## src/rtl/core/fcds_pkg.sv

```systemverilog
`default_nettype none
package fcds_pkg;

  // field and datapath widths
  localparam int TGT_W  = 27;
  localparam int SRC_W  = 29;
  localparam int CNT_W  = 7;
  localparam int DEN_W  = 6;
  localparam int N_W    = 29;
  localparam int FRAC_W = 24;
  localparam int ERR_W  = 31;
  localparam int DVD_W  = 53;
  localparam int DVS_W  = 42;
  localparam int IT_W   = 6;

  localparam int MAX_COUNT_DEF       = 64;
  localparam int MAX_DENOMINATOR_DEF = 63;

  localparam logic [SRC_W-1:0] SRC_RESET = SRC_W'(240000000);

  typedef struct packed {
    logic [TGT_W-1:0] target_hz;
  } req_t;

  typedef struct packed {
    logic [5:0]       clock_count_field;
    logic             clock_equals_source;
    logic [8:0]       integer_divider;
    logic [5:0]       frac_denominator;
    logic [5:0]       frac_numerator;
    logic [4:0]       fast_wait;
    logic [ERR_W-1:0] freq_error;
  } res_t;

  typedef struct packed {
    logic             start;
    logic [IT_W-1:0]  iters;
    logic [DVD_W-1:0] dividend;
    logic [DVS_W-1:0] divisor;
  } div_req_t;

  typedef struct packed {
    logic             done;
    logic [DVD_W-1:0] quotient;
  } div_rsp_t;

endpackage
`default_nettype wire

```

## src/rtl/core/fcds_req_if.sv

```systemverilog
`default_nettype none
interface fcds_req_if;
  import fcds_pkg::*;
  logic valid;
  logic ready;
  req_t data;
  modport source(output valid, output data, input ready);
  modport sink(input valid, input data, output ready);
endinterface
`default_nettype wire

```

## src/rtl/core/fcds_res_if.sv

```systemverilog
`default_nettype none
interface fcds_res_if;
  import fcds_pkg::*;
  logic valid;
  logic ready;
  res_t data;
  modport source(output valid, output data, input ready);
  modport sink(input valid, input data, output ready);
endinterface
`default_nettype wire

```

## src/rtl/core/fractional_clock_divider_search.sv

```systemverilog
// sequence: setup divisions, then per output count one ratio division and a loop over the
// denominators tried, each with its own frequency division
// throughput: one transaction at a time, set by the shared 1-bit-per-cycle divider
// request.ready is high only while idle; a finished result waits in the output register
// reset: synchronous, active high; source_clock_hz returns to 240000000
`default_nettype none
module fractional_clock_divider_search #(
  parameter int MAX_COUNT       = fcds_pkg::MAX_COUNT_DEF,
  parameter int MAX_DENOMINATOR = fcds_pkg::MAX_DENOMINATOR_DEF
) (
  input  wire logic                     clk,
  input  wire logic                     rst,
  fcds_req_if.sink                      request,
  fcds_res_if.source                    result,
  input  wire logic                     cfg_wr_en,
  input  wire logic [fcds_pkg::SRC_W-1:0] cfg_wr_data
);
  import fcds_pkg::*;

  // division lengths: each one shifts only the dividend bits it really has
  localparam logic [IT_W-1:0] IT_START = IT_W'(29);
  localparam logic [IT_W-1:0] IT_END   = IT_W'(21);
  localparam logic [IT_W-1:0] IT_FDIV  = IT_W'(53);
  localparam logic [IT_W-1:0] IT_FREQ  = IT_W'(35);
  localparam logic [29:0]     HALF     = 30'd8388608;

  typedef enum logic [4:0] {
    IDLE, START_GO, START_WAIT, END_GO, END_WAIT, CNT_CHECK, CT_MUL, FDIV_GO,
    FDIV_WAIT, DEN_CHECK, FA_MUL, B_CALC, DEN_MUL, Q_GO, Q_WAIT, COMPARE,
    FOLD, WAIT_MUL, DONE
  } state_t;

  state_t state;

  // configuration register
  logic [SRC_W-1:0] s;

  always_ff @(posedge clk) begin
    if (rst) begin
      s <= SRC_RESET;
    end else if (cfg_wr_en) begin
      s <= cfg_wr_data;
    end
  end

  // search registers
  logic [TGT_W-1:0]  t;
  logic [CNT_W-1:0]  top_cnt;
  logic [CNT_W-1:0]  end_cnt;
  logic [CNT_W-1:0]  cnt;
  logic [DEN_W-1:0]  a;
  logic [DEN_W-1:0]  b;
  logic [N_W-1:0]    n;
  logic [FRAC_W-1:0] frac;
  logic [33:0]       ct;
  logic [29:0]       fa;
  logic [34:0]       na;
  logic [34:0]       sa;
  logic [DVS_W-1:0]  den;
  logic [34:0]       freq;
  logic [36:0]       prod;

  // best candidate so far
  logic [ERR_W-1:0]  best_diff;
  logic [CNT_W-1:0]  best_cnt;
  logic [N_W:0]      best_n;
  logic [DEN_W-1:0]  best_a;
  logic [DEN_W-1:0]  best_b;

  logic res_valid;
  res_t res_data;

  div_req_t dreq;
  div_rsp_t drsp;

  fcds_div u_div (
    .clk (clk),
    .rst (rst),
    .req (dreq),
    .rsp (drsp)
  );

  // divider requests, one per launch state
  always_comb begin
    dreq = '0;
    unique case (state)
      START_GO: begin
        // s / (2t)
        dreq.start    = 1'b1;
        dreq.iters    = IT_START;
        dreq.dividend = {s, 24'd0};
        dreq.divisor  = DVS_W'({t, 1'b0});
      end
      END_GO: begin
        // (s / 256) / t
        dreq.start    = 1'b1;
        dreq.iters    = IT_END;
        dreq.dividend = {s[SRC_W-1:8], 32'd0};
        dreq.divisor  = DVS_W'(t);
      end
      FDIV_GO: begin
        // fixed-point divider ratio with 24 fraction bits
        dreq.start    = 1'b1;
        dreq.iters    = IT_FDIV;
        dreq.dividend = {s, 24'd0};
        dreq.divisor  = DVS_W'(ct);
      end
      Q_GO: begin
        // frequency reached by this candidate
        dreq.start    = 1'b1;
        dreq.iters    = IT_FREQ;
        dreq.dividend = {sa, 18'd0};
        dreq.divisor  = den;
      end
      default: ;
    endcase
  end

  logic [DVD_W-1:0] q;
  logic [N_W-1:0]   fdiv_n;
  logic [CNT_W-1:0] end_sat;
  logic [29:0]      b_sum;
  logic [34:0]      t_ext;
  logic [34:0]      d;

  always_comb begin
    q      = drsp.quotient;
    fdiv_n = q[DVD_W-1:FRAC_W];
    // end bound saturates; anything above the count range ends the search anyway
    if (q[20:0] >= 21'd127) begin
      end_sat = '1;
    end else if (q[20:0] < 21'd2) begin
      end_sat = CNT_W'(2);
    end else begin
      end_sat = q[CNT_W-1:0];
    end
    if (top_cnt <= CNT_W'(2)) begin
      end_sat = CNT_W'(1);
    end
    b_sum = fa + HALF;
    t_ext = 35'(t);
    d     = (freq > t_ext) ? (freq - t_ext) : (t_ext - freq);
  end

  assign request.ready = (state == IDLE);
  assign result.valid  = res_valid;
  assign result.data   = res_data;

  always_ff @(posedge clk) begin
    if (rst) begin
      state     <= IDLE;
      res_valid <= 1'b0;
    end else begin
      // the final state reloads the output register itself
      if (result.valid && result.ready && state != DONE) begin
        res_valid <= 1'b0;
      end
      unique case (state)
        IDLE: begin
          if (request.valid) begin
            // a zero target counts as 1 Hz
            t         <= (request.data.target_hz == '0) ? TGT_W'(1)
                                                        : request.data.target_hz;
            best_diff <= '1;
            best_cnt  <= CNT_W'(MAX_COUNT);
            best_n    <= (N_W + 1)'(256);
            best_a    <= DEN_W'(MAX_DENOMINATOR);
            best_b    <= DEN_W'(MAX_DENOMINATOR - 1);
            state     <= START_GO;
          end
        end
        START_GO: state <= START_WAIT;
        START_WAIT: begin
          if (drsp.done) begin
            top_cnt <= (q[28:0] >= 29'(MAX_COUNT)) ? CNT_W'(MAX_COUNT)
                                                   : q[CNT_W-1:0] + 1'b1;
            state   <= END_GO;
          end
        end
        END_GO: state <= END_WAIT;
        END_WAIT: begin
          if (drsp.done) begin
            end_cnt <= end_sat;
            cnt     <= top_cnt;
            state   <= CNT_CHECK;
          end
        end
        CNT_CHECK: begin
          if (best_diff != '0 && cnt >= end_cnt && cnt != '0) begin
            state <= CT_MUL;
          end else begin
            state <= FOLD;
          end
        end
        CT_MUL: begin
          ct    <= 34'(cnt) * 34'(t);
          state <= FDIV_GO;
        end
        FDIV_GO: state <= FDIV_WAIT;
        FDIV_WAIT: begin
          if (drsp.done) begin
            // n below 2 clamps to 2; the fraction is then negative and clamps to 0
            if (fdiv_n < N_W'(2)) begin
              n    <= N_W'(2);
              frac <= '0;
            end else begin
              n    <= fdiv_n;
              frac <= q[FRAC_W-1:0];
            end
            a     <= DEN_W'(MAX_DENOMINATOR);
            state <= DEN_CHECK;
          end
        end
        DEN_CHECK: begin
          if (best_diff == '0 || a == '0) begin
            cnt   <= cnt - 1'b1;
            state <= CNT_CHECK;
          end else begin
            state <= FA_MUL;
          end
        end
        FA_MUL: begin
          fa    <= 30'(frac) * 30'(a);
          state <= B_CALC;
        end
        B_CALC: begin
          // numerator rounds half up
          b     <= b_sum[29:24];
          na    <= 35'(n) * 35'(a);
          state <= DEN_MUL;
        end
        DEN_MUL: begin
          if (a == b && n == N_W'(256)) begin
            cnt   <= cnt - 1'b1;
            state <= CNT_CHECK;
          end else begin
            den   <= 42'(na + 35'(b)) * 42'(cnt);
            sa    <= 35'(s) * 35'(a);
            state <= Q_GO;
          end
        end
        Q_GO: state <= Q_WAIT;
        Q_WAIT: begin
          if (drsp.done) begin
            freq  <= q[34:0];
            state <= COMPARE;
          end
        end
        COMPARE: begin
          if (35'(best_diff) > d) begin
            best_diff <= d[ERR_W-1:0];
            best_cnt  <= cnt;
            best_n    <= (N_W + 1)'(n);
            best_a    <= a;
            best_b    <= b;
            if (b == '0 || a == b) begin
              cnt   <= cnt - 1'b1;
              state <= CNT_CHECK;
            end else begin
              a     <= a - 1'b1;
              state <= DEN_CHECK;
            end
          end else begin
            a     <= a - 1'b1;
            state <= DEN_CHECK;
          end
        end
        FOLD: begin
          // a whole fraction folds into the integer part
          if (best_a == best_b) begin
            best_b <= '0;
            best_n <= best_n + 1'b1;
          end
          state <= WAIT_MUL;
        end
        WAIT_MUL: begin
          prod  <= 37'(best_n) * 37'(best_cnt);
          state <= DONE;
        end
        DONE: begin
          if (!res_valid || result.ready) begin
            res_valid                    <= 1'b1;
            res_data.clock_count_field   <= (best_cnt > CNT_W'(2))
                                            ? 6'(best_cnt - 1'b1) : 6'd1;
            res_data.clock_equals_source <= (best_cnt == CNT_W'(1));
            res_data.integer_divider     <= best_n[8:0];
            res_data.frac_denominator    <= best_a;
            res_data.frac_numerator      <= best_b;
            res_data.fast_wait           <= (prod < 37'd24) ? 5'(37'd24 - prod) : 5'd0;
            res_data.freq_error          <= best_diff;
            state                        <= IDLE;
          end
        end
        default: state <= IDLE;
      endcase
    end
  end

  // divider results only arrive while the sequencer waits for them
  assert property (@(posedge clk) disable iff (rst)
    drsp.done |-> (state == START_WAIT || state == END_WAIT ||
                   state == FDIV_WAIT || state == Q_WAIT))
    else $error("divider finished outside a wait state");

  // the best error never grows during the search
  assert property (@(posedge clk) disable iff (rst)
    state == COMPARE |=> best_diff <= $past(best_diff))
    else $error("best error increased");

  // a kept candidate always has a nonzero denominator
  assert property (@(posedge clk) disable iff (rst)
    state == FOLD |-> best_a != '0)
    else $error("zero denominator kept");

  // leaving the final state always presents a result transaction
  assert property (@(posedge clk) disable iff (rst)
    (state == DONE && (!res_valid || result.ready)) |=> result.valid)
    else $error("result not presented");

endmodule
`default_nettype wire

```

## src/rtl/core/fcds_div.sv

```systemverilog
`default_nettype none
module fcds_div (
  input  wire logic                clk,
  input  wire logic                rst,
  input  wire fcds_pkg::div_req_t  req,
  output fcds_pkg::div_rsp_t       rsp
);
  import fcds_pkg::*;

  logic             run;
  logic             done;
  logic [IT_W-1:0]  left;
  logic [DVD_W-1:0] dvd;
  logic [DVS_W-1:0] dvs;
  logic [DVS_W-1:0] rem;
  logic [DVS_W:0]   sh;
  logic             ge;
  logic [DVS_W-1:0] rem_next;

  // one quotient bit per cycle, restoring
  always_comb begin
    sh       = {rem, dvd[DVD_W-1]};
    ge       = sh >= {1'b0, dvs};
    rem_next = ge ? DVS_W'(sh - {1'b0, dvs}) : sh[DVS_W-1:0];
  end

  always_ff @(posedge clk) begin
    if (rst) begin
      run  <= 1'b0;
      done <= 1'b0;
    end else begin
      done <= 1'b0;
      if (req.start) begin
        run  <= 1'b1;
        left <= req.iters;
        dvd  <= req.dividend;
        dvs  <= req.divisor;
        rem  <= '0;
      end else if (run) begin
        rem  <= rem_next;
        dvd  <= {dvd[DVD_W-2:0], ge};
        left <= left - 1'b1;
        if (left == IT_W'(1)) begin
          run  <= 1'b0;
          done <= 1'b1;
        end
      end
    end
  end

  assign rsp.done     = done;
  assign rsp.quotient = dvd;
endmodule
`default_nettype wire

```

## src/flat_wrapper.sv

```systemverilog
// flat-port wrapper written by rule: the top's interface ports become plain ports
module fractional_clock_divider_search_flat import fcds_pkg::*;
#(
  parameter int MAX_COUNT       = fcds_pkg::MAX_COUNT_DEF,
  parameter int MAX_DENOMINATOR = fcds_pkg::MAX_DENOMINATOR_DEF
)
  (clk, rst, cfg_wr_en, cfg_wr_data, request_valid, request_data, request_ready, result_valid, result_data, result_ready);
  fcds_req_if request_i ();
  fcds_res_if result_i ();
  input  wire logic clk;
  input  wire logic rst;
  input  wire logic cfg_wr_en;
  input  wire logic [fcds_pkg::SRC_W-1:0] cfg_wr_data;
  input wire logic [$bits(request_i.valid)-1:0] request_valid;
  input wire logic [$bits(request_i.data)-1:0] request_data;
  output wire logic [$bits(request_i.ready)-1:0] request_ready;
  output wire logic [$bits(result_i.valid)-1:0] result_valid;
  output wire logic [$bits(result_i.data)-1:0] result_data;
  input wire logic [$bits(result_i.ready)-1:0] result_ready;
  assign request_i.valid = request_valid;
  assign request_i.data = request_data;
  assign request_ready = request_i.ready;
  assign result_valid = result_i.valid;
  assign result_data = result_i.data;
  assign result_i.ready = result_ready;
  fractional_clock_divider_search #(.MAX_COUNT(MAX_COUNT), .MAX_DENOMINATOR(MAX_DENOMINATOR)) u_core (.clk(clk), .rst(rst), .request(request_i), .result(result_i), .cfg_wr_en(cfg_wr_en), .cfg_wr_data(cfg_wr_data));
endmodule
```

## config.mk

```make
export PLATFORM = sky130hd
export DESIGN_NAME = fractional_clock_divider_search_flat
export DESIGN_NICKNAME = d
export VERILOG_FILES = /design/src/rtl/core/fcds_pkg.sv /design/src/rtl/core/fcds_req_if.sv /design/src/rtl/core/fcds_res_if.sv /design/src/rtl/core/fractional_clock_divider_search.sv /design/src/rtl/core/fcds_div.sv /design/src/flat_wrapper.sv
export SDC_FILE = /design/constraint.sdc
export NUM_CORES = 2
export LEC_CHECK = 0
export CAP_MARGIN = 30
export CORE_MARGIN = 2
export CORE_UTILIZATION = 45
export DETAILED_ROUTE_END_ITERATION = 10
export DONT_BUFFER_PORTS = 1
export HOLD_SLACK_MARGIN = 0.06
export PLACE_DENSITY = 0.66
export SYNTH_ARGS = -nofsm -noshare
export SYNTH_HDL_FRONTEND = slang
export SYNTH_HIERARCHICAL = 1
export SYNTH_SLANG_ARGS = --single-unit
export TNS_END_PERCENT = 1
```

## constraint.sdc

```tcl
create_clock -name clk -period 19.8 [get_ports clk]
set_input_delay 0.99 -clock clk [delete_from_list [all_inputs] [get_ports clk]]
set_output_delay 0.99 -clock clk [all_outputs]
set_load 0.05 [all_outputs]
```

# == After elaboration in Yosys (flattened, before gate mapping) ==
# Cells that the tools add are included.
# classes
n_addsub,12
mul,6
div,0
n_lt_le_gt_ge,11
n_eq_ne,36
shifts,0
mux,56
bitwise_logic,3
n_reduce_logical,41
# ops
operator,count
102-bit one-hot mux with 4 select lines,1
53-bit two-way mux,2
5-bit one-hot mux with 19 select lines,1
30-bit two-way mux,3
30-bit one-hot mux with 3 select lines,1
42-bit two-way mux,2
29-bit by 6-bit multiplier with 35-bit output,2
7-bit two-way mux,9
31-bit two-way mux,2
31-bit one-hot mux with 2 select lines,1
6-bit two-way mux,10
43-bit by 42-bit >= comparator with 1-bit output,1
42-bit by 7-bit multiplier with 42-bit output,1
42-bit subtractor,1
5-bit by 4-bit equality test with 1-bit output (second input constant),8
37-bit by 5-bit < comparator with 1-bit output (second input constant),1
30-bit by 7-bit multiplier with 37-bit output,1
35-bit by 6-bit adder with 36-bit output,1
31-bit by 35-bit > comparator with 1-bit output,1
35-bit by 27-bit > comparator with 1-bit output,1
35-bit two-way mux,1
5-bit two-way mux,7
27-bit by 35-bit subtractor with 35-bit output,1
35-bit by 27-bit subtractor with 35-bit output,1
other kinds (54),105
# word_totals
regBits,685
latchBits,0
ram_bits,0
mem_bits_ro,0
input_bits,61
mem_count,0

# == Longest topological paths before layout ==
# depth
ltp_word,5
ltp_mapped,31
mapped_depth_nobuf,31

# == Hierarchy ==
# The synthesis kept the hierarchy.
# by_module_without_submodules
mod,n_inst,cells_each,area_each_um2,seq_area_each_um2
fractional_clock_divider_search,1,6158,57985.6,15174.6
fcds_div,1,704,8264.2,4334.2

# == Worst setup path before layout ==
# Ideal clock, no wire load.
# synth_path
kind,input-to-reg
start,in rst
end,"reg u_core.den[0], enable pin"
setup_ns,0.702
arrival_time_ns,8.753
t_required_ns,19.098
path_slack_ns,10.345
cell_stages,3
n_path_buf,2
path_cell_list,clkbuf_1 -> clkbuf_1 -> nor4_1
# synth_between
elab_chain_len,2
# synth_lines
element,line,text
"start, declared",flat_wrapper.sv:11,input wire logic rst;
1-bit inverter (no source line),-,
3-bit AND reduction (no source line),-,
"end signal, assigned",fractional_clock_divider_search.sv:237,den <= 42'(na + 35'(b)) * 42'(cnt);
"end, declared",fractional_clock_divider_search.sv:59,logic [DVS_W-1:0] den;
# No other way between the ends.
# A chain may end at the register's enable or synchronous reset.

# == Worst setup path in the final report ==
# layout_path
start,reg u_core.b[0]
end,"reg u_core.den[35], data pin"
# layout_between
elab_chain_len,2
# layout_lines
element,line,text
"start, declared",fractional_clock_divider_search.sv:52,logic [DEN_W-1:0] b;
"start signal, assigned",fractional_clock_divider_search.sv:228,b <= b_sum[29:24];
35-bit by 6-bit adder with 36-bit output,fractional_clock_divider_search.sv:237,
42-bit by 7-bit multiplier with 42-bit output,fractional_clock_divider_search.sv:237,
# No other way between the ends.

==> qor.csv <==
metric,value,unit
clkTransAtPathRegs,70,ps
max_stage_delay,660,ps
ys_ff_latch,662,
syn_inst,6862,
cts_tree,built,
n_fill_cell,13360,
core,145900,um2
die-area,150300,um2
synth_top_area_cell,edfxtp_1,
synth_commonest_cells,"1092 x nand2_1, 854 x inv_1, 741 x fa_1, 625 x edfxtp_1, 440 x ha_1",
maxSlewViolCount,0,
wirelength,178200,um
leakagePower,30.72,nW
register_area,19510,um2
swShare,41.66,%
p_comb_share,55.4,%
hold_buffers,0,
crit_top_cell,fa_1,
ctsHtreeMaxLevel,3,
grt_max_degree,79,
finClkSkew,32.74,ps
first_iter_violations,4260,
overflow,0,
crit_path_end_kind,register,
die_h,387.7,um
avgViaCountPerCell,5.651,
required,20230,ps
synth-edff-count,625,
synth_ff_type,edfxtp_1,
drive_gt1_share,4.857,%
post_drt_wl_per_cell,20.68,um
dr.pass1.iters,6,
multi_input_area,42080,um2
drc_errors,0,
power_frac_seq,26.5,%
cts.sinks,662,
p_per_area,117.0,nW/um2
fin_util,48.25,%
hold_viol_final,0,
io_buffers,0,
hp-class,in2reg,
peakVddDrop,168.7,uV
clk_latency,690,ps
clockBufferDepth,3,
path_class,reg2reg,
yosysSeqAreaShare,29.45,%
syn_to_final_growth,6.276,%
rsz0062_at_grt,false,
setup_viol,0,
globalRouteTotalUtil,23.76,%
ioPinCount,127,
period_needed,8312,ps
fin_tns_setup,0,ps
cts_root_buffer,clkbuf_16,
max_clock_freq,0.1203,GHz
grt_pass1_wl,283200,um
worstMarginPinSlew,1004,ps
route.vias.total,48700,
yosysUniqueCellTypes,94,
worstPathArrival,8740,ps
grt_pass1_vias,50190,
nets,7870,
post_cts_buffers,0,
die_x,387.7,um
synth_most_common_cell,nand2_1,
hpwl,135700,um
antenna_found_initial,7,
p_switching,3.433,mW
rows,140,
period_share,41.98,%
maxSlewHeadroom,33.05,%
drv_cap,0,
drt.antenna.violating_nets,0,
synthArstFlopShare,0,%
cp-start-kind,register,
internal-power,4.806,mW
avgSynthCellArea,9.655,um2
place_congestion,0.9659,
yosys_warnings,6,
synth_top_area_share,28.33,%
syn_area,66250,um2
synth_area_leaders,"edfxtp_1 28%, fa_1 22%, ha_1 8.3%",
initial_core_util,45.40,%
path_max_fanout,7,
cts_resized,0,
cts_buffers,79,
pwr-share-clk,18.1,%
outcome,"complete, no violations",
critPathSlowestCell,a2111oi_0,
## worst max-delay path, delay by kind of cell, from the launching register on
kind,cells,cell delay [ps]
adder cells (fa/ha/maj),7,2860
AO/OA/AOI/OAI,10,2780
AND/OR/NAND/NOR,6,1100
XOR/XNOR,2,670
flip-flops,1,460
buffers and inverters,3,160
## cells by family after synthesis
logic type      Yosys count  synth area share [%]
simple gates           2262                 15.76
buf+inv                1258                 7.254
fa+ha+maj              1181                 30.70
compound gates         1053                 10.62
flops                   662                 29.45
xor+xnor                326                 4.310
mux                     119                 1.902
other cells               1              0.005660
## stage by stage
stage / cells / power (mW) / setup WS, ps / instance area, um2 / hold WS [ps]
CTS: 8609 / 8.267 / 11620 / 70390 / 340.5
floorplan: 6879 / 5.755 / 10350 / 66310 / 424.4
global route: 8615 / 8.936 / 10910 / 70400 / 368.9
global placement: 8458 / 6.615 / 11960 / 67680 / 465.6
finish: 8617 / 8.239 / 11490 / 70410 / 383.9
detailed placement: 8464 / 6.736 / 11720 / 67770 / 459.5
## placed cells by master (no fill, tap or decap), drive strengths merged, types with 14 or more instances in the layout
cell type,instances
a21o,130
edfxtp,625
a31oi,18
clkbuf,92
and2,190
and3,36
mux2,55
a21oi,328
o21bai,48
o211ai,14
a22o,66
fa,741
a211oi,35
o21a,46
inv,866
nand4,57
nor2,361
buf,69
mux2i,64
nand2b,66
nor4,55
a211o,22
xnor2,212
dfxtp,37
o22ai,16
conb,18
nand2,1093
xor2,114
ha,440
nor3,65
or3,15
nor2b,150
or2,20
nand3,99
clkinv,26
o21ai,182
a221o,30
## path summary, 6_finish.rpt
check                            start        endpoint  depth (start not counted)  slack (ps)
setup reg to reg           u_core/b[0]  u_core/den[35]                         28       11490
setup / recovery           u_core/b[0]  u_core/den[35]                         28       11490
hold reg to reg   u_core/u_div/dvd[36]    u_core/n[12]                          0         480
hold / removal         request_data[7]     u_core/t[7]                          0         380
## layer usage
| metal | GRT usage [%] | share of wire (%) | up-vias |
|---|---|---|---|
| met4 | 7.337 | 2.7 | 0 |
| met3 | 4.338 | 8.5 | 238 |
| met5 | 0 | 0 | - |
| met2 | 37.63 | 45 | 1854 |
| met1 | 33.14 | 43 | 24390 |
| li1 | - | - | 22220 |
## registers in the layout, indices dropped and copies added (netlist names), 24 cells and up
| register | cells |
|---|---|
| u_core/ct | 34 |
| u_core/u_div/dvd | 53 |
| u_core/na | 35 |
| u_core/s | 29 |
| u_core/den | 42 |
| u_core/u_div/dvs | 42 |
| u_core/frac | 24 |
| u_core/best_n | 30 |
| u_core/prod | 37 |
| u_core/freq | 35 |
| u_core/best_diff | 31 |
| u_core/sa | 35 |
| u_core/u_div/rem | 42 |
| u_core/t | 27 |
| u_core/n | 29 |
| u_core/result.data | 64 |
## power groups by stage
stage / Sequential, mW / Combinational [mW] / Clock [mW]
2_1_floorplan: 2.08 / 3.67 / 0
3_3_place_gp: 2.20 / 4.41 / 0
3_5_place_dp: 2.20 / 4.53 / 0
4_1_cts: 2.18 / 4.57 / 1.52
5_1_grt: 2.20 / 5.16 / 1.58
6_report: 2.18 / 4.57 / 1.49
## cell type report
cell class | instances | area share [%]
inverter | 857 | 4.569
multi-input combinational | 4959 | 59.77
sequential | 662 | 27.71
clock buffer | 92 | 2.907
clock inverter | 53 | 0.8086
timing repair buffer | 69 | 0.8015
antenna | 8 | 0.02843
tap | 1917 | 3.407
Note: power is estimated with default switching activity, not from simulation.
